$ cat src/hw/rtl/fpm_pkg.sv
`default_nettype none
package fpm_pkg;

    localparam logic [9:0] EXP_BIAS_ADD = 10'd129;
    localparam logic [7:0] EXP_ALL_ONES = 8'hFF;
    localparam logic [4:0] LEAD_POINT   = 5'd23;
    localparam logic [4:0] LEAD_BIAS    = 5'd24;

    typedef struct packed {
        logic        b_nan;
        logic        a_nan;
        logic        inf_zero;
        logic        inf;
        logic        zero;
        logic        den;
        logic        sa;
        logic        sb;
        logic        sc;
        logic [9:0]  e;
        logic [27:0] m;
        logic        found;
        logic [4:0]  lead;
    } t_s2;

endpackage
`default_nettype wire

$ cat src/hw/rtl/fpm_round.sv
`default_nettype none
module fpm_round (
    input  var fpm_pkg::t_s2 i_s2,
    output logic [31:0]      o_product
);

    logic [9:0]  e_adj;
    logic [31:0] f;
    logic [27:0] t;
    logic [4:0]  sh;
    logic        ovf;
    logic        unf;

    always_comb begin
        e_adj = i_s2.e;
        f     = {4'd0, i_s2.m};
        t     = i_s2.m;
        sh    = 5'd0;
        if (i_s2.den) begin
            if (i_s2.found) begin
                e_adj = i_s2.e + {5'd0, i_s2.lead} - {5'd0, fpm_pkg::LEAD_BIAS};
                if (i_s2.lead > fpm_pkg::LEAD_POINT) begin
                    sh = i_s2.lead - fpm_pkg::LEAD_POINT;
                    t  = i_s2.m + (i_s2.m & (28'd1 << (i_s2.lead - fpm_pkg::LEAD_BIAS)));
                    f  = {4'd0, t >> sh};
                end else if (i_s2.lead != fpm_pkg::LEAD_POINT) begin
                    sh = fpm_pkg::LEAD_POINT - i_s2.lead;
                    f  = ({4'd0, i_s2.m} << sh) + (32'd1 << (sh - 5'd1));
                end
            end
        end else if (i_s2.m[26]) begin
            e_adj = i_s2.e + 10'd1;
            t     = i_s2.m + {25'd0, i_s2.m[2], 2'b00};
            f     = {4'd0, t >> 3};
        end else begin
            t = i_s2.m + {26'd0, i_s2.m[1], 1'b0};
            f = {4'd0, t >> 2};
        end

        ovf = e_adj[9] || (e_adj[8] && e_adj[7:0] == fpm_pkg::EXP_ALL_ONES);
        unf = !e_adj[8] || e_adj[7:0] == 8'd0;

        if (i_s2.b_nan) begin
            o_product = {i_s2.sb, fpm_pkg::EXP_ALL_ONES, 23'd0};
        end else if (i_s2.a_nan) begin
            o_product = {i_s2.sa, fpm_pkg::EXP_ALL_ONES, 23'd0};
        end else if (i_s2.inf_zero) begin
            o_product = {1'b1, fpm_pkg::EXP_ALL_ONES, 23'd0};
        end else if (i_s2.inf) begin
            o_product = {i_s2.sc, fpm_pkg::EXP_ALL_ONES, 23'd0};
        end else if (i_s2.zero) begin
            o_product = {i_s2.sc, 31'd0};
        end else if (ovf) begin
            o_product = {i_s2.sc, fpm_pkg::EXP_ALL_ONES, 23'd0};
        end else if (unf) begin
            o_product = {i_s2.sc, 31'd0};
        end else begin
            o_product = {i_s2.sc, e_adj[7:0], f[22:0]};
        end
    end

endmodule
`default_nettype wire

$ cat src/hw/rtl/fp32_multiplier.sv
`default_nettype none
// Binary32 multiplier with a truncated significand, three register stages (partial
// products, significand sum with leading-one search, normalise and round into the
// output register). A word may enter every cycle and its product passes through all three
// registers; the whole pipeline holds while a finished product is stalled. Denormal results
// flush to zero, overflow saturates to infinity and NaN operands give an infinity pattern.
module fp32_multiplier (
    input  wire logic        i_clk,
    input  wire logic        i_rst_n,
    input  wire logic        i_valid,
    output logic             o_stall,
    input  wire logic [31:0] i_a_operand,
    input  wire logic [31:0] i_b_operand,
    output logic             o_valid,
    input  wire logic        i_stall,
    output logic [31:0]      o_product
);

    logic        adv;
    logic        r1_v, r2_v, r3_v;
    logic [25:0] r1_hh, n1_hh;
    logic [23:0] r1_hl, n1_hl, r1_lh, n1_lh;
    logic [9:0]  r1_e, n1_e;
    logic [8:0]  r1_fl, n1_fl;
    fpm_pkg::t_s2 r2_s, n2_s;
    logic [31:0] r3_p, n3_p;

    logic [7:0]  ea, eb;
    logic [22:0] fa, fb;
    logic        a_nan, a_inf, a_zero, a_den, b_nan, b_inf, b_zero, b_den;
    logic [12:0] ahi, bhi;
    logic [27:0] m;
    logic [4:0]  lead;

    assign adv     = !(r3_v && i_stall);
    assign o_stall = !adv;
    assign o_valid = r3_v;
    assign o_product = r3_p;

    always_comb begin
        ea     = i_a_operand[30:23];
        eb     = i_b_operand[30:23];
        fa     = i_a_operand[22:0];
        fb     = i_b_operand[22:0];
        a_nan  = ea == fpm_pkg::EXP_ALL_ONES && fa != 23'd0;
        a_inf  = ea == fpm_pkg::EXP_ALL_ONES && fa == 23'd0;
        a_zero = ea == 8'd0 && fa == 23'd0;
        a_den  = ea == 8'd0 && fa != 23'd0;
        b_nan  = eb == fpm_pkg::EXP_ALL_ONES && fb != 23'd0;
        b_inf  = eb == fpm_pkg::EXP_ALL_ONES && fb == 23'd0;
        b_zero = eb == 8'd0 && fb == 23'd0;
        b_den  = eb == 8'd0 && fb != 23'd0;
        ahi    = {!a_den, fa[22:11]};
        bhi    = {!b_den, fb[22:11]};
        n1_hh  = {13'd0, ahi} * {13'd0, bhi};
        n1_hl  = {11'd0, ahi} * {13'd0, fb[10:0]};
        n1_lh  = {13'd0, fa[10:0]} * {11'd0, bhi};
        n1_e   = {2'd0, ea} + {2'd0, eb} + fpm_pkg::EXP_BIAS_ADD;
        n1_fl  = {b_nan, a_nan, (a_inf || b_inf) && (a_zero || b_zero), a_inf || b_inf,
                  a_zero || b_zero, a_den || b_den, i_a_operand[31], i_b_operand[31],
                  i_a_operand[31] ^ i_b_operand[31]};
    end

    always_comb begin
        m    = {1'b0, r1_hh, 1'b0} + 28'd1 + {14'd0, r1_hl[23:10]} + {14'd0, r1_lh[23:10]};
        lead = 5'd0;
        for (int k = 1; k <= 26; k++) begin
            if (m[k]) begin
                lead = 5'(k);
            end
        end
        n2_s = '{b_nan: r1_fl[8], a_nan: r1_fl[7], inf_zero: r1_fl[6], inf: r1_fl[5],
                 zero: r1_fl[4], den: r1_fl[3], sa: r1_fl[2], sb: r1_fl[1], sc: r1_fl[0],
                 e: r1_e, m: m, found: |m[26:1], lead: lead};
    end

    fpm_round u_round (
        .i_s2      (r2_s),
        .o_product (n3_p)
    );

    always_ff @(posedge i_clk) begin
        if (!i_rst_n) begin
            r1_v <= 1'b0;
            r2_v <= 1'b0;
            r3_v <= 1'b0;
        end else if (adv) begin
            r1_v <= i_valid;
            r2_v <= r1_v;
            r3_v <= r2_v;
        end
    end

    always_ff @(posedge i_clk) begin
        if (adv) begin
            r1_hh <= n1_hh;
            r1_hl <= n1_hl;
            r1_lh <= n1_lh;
            r1_e  <= n1_e;
            r1_fl <= n1_fl;
            r2_s  <= n2_s;
            r3_p  <= n3_p;
        end
    end

endmodule
`default_nettype wire

$ cat config.mk
export PLATFORM = sky130hd
export DESIGN_NAME = fp32_multiplier
export DESIGN_NICKNAME = d
export VERILOG_FILES = /design/src/hw/rtl/fpm_pkg.sv /design/src/hw/rtl/fpm_round.sv /design/src/hw/rtl/fp32_multiplier.sv
export SDC_FILE = /design/constraint.sdc
export NUM_CORES = 2
export LEC_CHECK = 0
export ABC_CLOCK_PERIOD_IN_PS = 9800
export BUFFER_PORTS_ARGS = -buffer_cell sky130_fd_sc_hd__buf_2
export CAP_MARGIN = 40
export CORE_ASPECT_RATIO = 1.1
export CORE_MARGIN = 1
export CORE_UTILIZATION = 55
export CTS_CLUSTER_DIAMETER = 40
export CTS_CLUSTER_SIZE = 16
export DETAILED_ROUTE_END_ITERATION = 7
export GPL_ROUTABILITY_DRIVEN = 0
export GPL_TIMING_DRIVEN = 0
export HOLD_SLACK_MARGIN = 0.02
export PLACE_DENSITY = 0.72
export SLEW_MARGIN = 10
export SYNTH_ARGS = -nofsm -noshare
export SYNTH_HDL_FRONTEND = slang
export SYNTH_SLANG_ARGS = --single-unit
$ cat constraint.sdc
create_clock -name i_clk -period 9.8 [get_ports i_clk]
set_input_delay 0.98 -clock i_clk [delete_from_list [all_inputs] [get_ports i_clk]]
set_output_delay 0.98 -clock i_clk [all_outputs]
set_load 0.02 [all_outputs]
==> flow_summary_export.csv <==
group,metric,value,unit
flow_run,cap_violations,0,
placement,port_buffers,101,
finish,layout_common_cells,"nand2_1, inv_1, fa_1, ha_1, and2_1",
critical_path,critPathLaunchType,"input port",
synth,synth_nets,4044,
clock_network,htree_levels,4,
clock_network,post_cts_resized,0,
route,drt_wl_total,90580,microns
critical_path,slowest_stage,"a2111oi_0",
global_routing,grt_pass1_vias,25620,
critical_path,cp_common_cell,"fa_1",
sta,setup_viol,0,
power_and_ir_drop,p_int,0.005250,W
clock_network,clk_latency,0.45,ns
status,status,"finished clean",
finish,area_growth,7.027,%
synth,syn-instance-count,3373,
power_and_ir_drop,seqPwrFrac,14.4,%
floorplanning,start_util,55.77,%
sta,rsz0062_at_grt,"false",
power_and_ir_drop,clkPwrFrac,6.0,%
clock_network,clk_pin_slew,0.08,ns
critical_path,critPathKind,"input port to flip-flop",
finish,final_layout_size_suffix_gt1_share,6.889,%
global_routing,grt_max_degree,64,
synth,syn_area_per_cell,8.684,sq um
synth,yosys_warnings,0,
floorplanning,dieHeight,244.0,microns
synth,seq_area_frac_synth,16.40,%
power_and_ir_drop,powerDensity,363.0,nW/um^2
power_and_ir_drop,netSwitchingPower,0.006131,W
clock_network,postCtsSetupBuffers,0,
hold_path,hold_path.class,"flip-flop to flip-flop",
clock_network,cts_hold_buf,0,
sta,maxSlewHeadroom,29.66,%
sta,fin_crit,8.461,ns
route,viasPerCell,6.141,
placement,post-place-ws,1.049,ns
floorplanning,rows,88,
critical_path,crit_path_end_kind,"flip-flop",
synth,synthesis.area,29290,sq um
sta,max_freq,118.2,MHz
power_and_ir_drop,max-vdd-ir-drop,247.6,uV
power_and_ir_drop,p_leak,14.36,nW
finish,num-nets-final,4171,
floorplanning,die_area,54190,sq um
route,final_antenna_net_count,0,
global_routing,grt-ovfl-total,0,
critical_path,cp_cell_sequence,"buf_2 -> nor4_1 -> nand2_1 -> nor2_1 -> or2_1 -> clkbuf_1 -> nand2_1 -> fa_1 -> fa_1 -> fa_1 -> fa_1 -> fa_1 -> inv_1 -> ha_1 -> inv_1 -> o22ai_1 -> o41a_1 -> a41oi_1 -> a21oi_1 -> and4_1 -> a2111oi_0 -> o21bai_1 -> a21oi_1 -> xnor2_1",
sta,fin_ws,1.339,ns
finish,antenna_cells,0,
sta,worst_pin_slew,1.055,ns
global_routing,grt_antenna_before_repair,1,
floorplanning,core-area,52520,sq um
sta,hold_viol,0,
clock_network,cts.sinks,161,
synth,synthArstFlopShare,0,%
critical_path,max_stage_delay,0.70,ns
global_routing,grtUsageTotal,33.66,%
clock_network,clock_path_buffers,2,
sta,post-route-period-util,86.34,%
power_and_ir_drop,p_comb_share,79.6,%
sta,maxSlewViolCount,0,
critical_path,cp.arrival,8.66,ns
synth,yosys_most_used_dff,"edfxtp_1",
placement,hpwlAfterDp,72530,microns
route,wl_per_cell,21.63,microns
global_routing,grt_pass1_wl,140900,microns
synth,synth.distinct_cells,105,
route,drc,0,
sta,final.setup.tns,0,ns
power_and_ir_drop,swShare,53.87,%
critical_path,cp.required,10.00,ns
clock_network,tritoncts,"built",
floorplanning,io_pins,102,
route,vias,25720,
route,drt_iter0_drc,2656,
critical_path,cp_max_fo,10,
floorplanning,die_w,222.0,microns
sta,clock_skew,0.01714,ns
route,first_pass_iters,7,
synth,synth-seq-cells,161,
synth,synth_edf_count,158,
clock_network,cts_made_buffers,17,
finish,final_common_cell,"nand2_1",
clock_network,clock-root-buffer,"clkbuf_16",
==> per-layer routing <==
layer	wire [microns]	vias to the layer above	track usage, %
met4	7103	2	22.53
met5	13	-	0
li1	-	11590	-
met2	42420	1405	56.63
met3	8054	430	6.584
met1	32990	12300	39.02
==> power by group through the flow <==
stage | clock network [W] | logic, W | registers [W]
CTS | 0.000691 | 0.00880 | 0.00162
detailed placement | 0 | 0.00874 | 0.00164
finish | 0.000682 | 0.00906 | 0.00164
global placement | 0 | 0.00862 | 0.00163
floorplan | 0 | 0.00646 | 0.00157
global route | 0.000711 | 0.00993 | 0.00165
==> cell type report <==
type / count / area [sq um]
fill: 4665 / 21170
buffer: 180 / 725.7
clock inverter: 15 / 178.9
sequential: 161 / 4805
multi-input combinational: 2588 / 22100
tap: 675 / 844.6
timing repair buffer: 108 / 601.8
clock buffer: 17 / 425.4
inverter: 444 / 1667
==> worst max-delay path, delay by kind of cell <==
family | cells | cell delay, ns
AND/OR/NAND/NOR | 6 | 1.83
adder cells (fa/ha/maj) | 6 | 2.83
AO/OA/AOI/OAI | 7 | 1.95
XOR/XNOR | 1 | 0.09
buffers and inverters | 4 | 0.99
==> metrics by stage <==
stage | hold slack (ns) | total power (W) | cells | instance area, sq um | utilization [%]
2_1_floorplan | 0.4003 | 0.008024 | 3373 | 29290 | -
3_3_place_gp | 0.4010 | 0.01025 | 4149 | 30640 | 58.34
3_5_place_dp | 0.4045 | 0.01037 | 4153 | 30720 | 58.49
4_1_cts | 0.4159 | 0.01111 | 4185 | 31320 | 59.64
5_1_grt | 0.4232 | 0.01229 | 4188 | 31350 | 59.69
6_report | 0.4115 | 0.01138 | 4188 | 31350 | 59.69
==> cells in the mapped netlist (58+ instances only) <==
| cell | number | share of area (%) |
|---|---|---|
| and2_1 | 224 | 4.8 |
| clkbuf_1 | 144 | 1.8 |
| nor2_1 | 177 | 2.3 |
| a21oi_1 | 125 | 2.1 |
| xor2_1 | 58 | 1.7 |
| nand2_1 | 445 | 5.7 |
| inv_1 | 440 | 5.6 |
| ha_1 | 271 | 12 |
| edfxtp_1 | 158 | 16 |
| nand3_1 | 64 | 1.1 |
| o21ai_0 | 124 | 2.1 |
| xnor2_1 | 105 | 3.1 |
| fa_1 | 332 | 23 |
| nor3_1 | 68 | 1.2 |
==> state kept, by name (all words and copies together), names as in the netlist <==
signal,count
r1_fl,9
r1_lh,14
o_product,32
r1_hh,26
o_valid,1
r1_e,10
r1_v,1
r2_v,1
r1_hl,14
r2_s,53
==> path summary, 6_finish.rpt <==
kind | startpoint | end | slack [ns] | cells after the start
hold reg to reg | r1_e[3] | r2_s[37] | 0.41 | 0
setup reg to reg | r2_s[0] | o_product[19] | 2.33 | 19
hold / removal | r1_e[3] | r2_s[37] | 0.41 | 0
setup / recovery | i_b_operand[14] | r1_hh[25] | 1.34 | 24
==> kinds of logic (layout without fill, tap and decap cells) <==
| logic type | after synthesis | count (layout) | share of synthesized area, % |
|---|---|---|---|
| adders and majority gates | 603 | 603 | 34.27 |
| buffers and inverters | 624 | 764 | 8.167 |
| DFF | 161 | 161 | 16.40 |
| muxes | 86 | 86 | 3.639 |
| and+or+nand+nor | 1171 | 1171 | 19.58 |
| AOI/OAI and AO/OA | 565 | 565 | 13.08 |
| xor gates and xnor gates | 163 | 163 | 4.874 |
No activity file was read; power rests on OpenSTA's default activity.
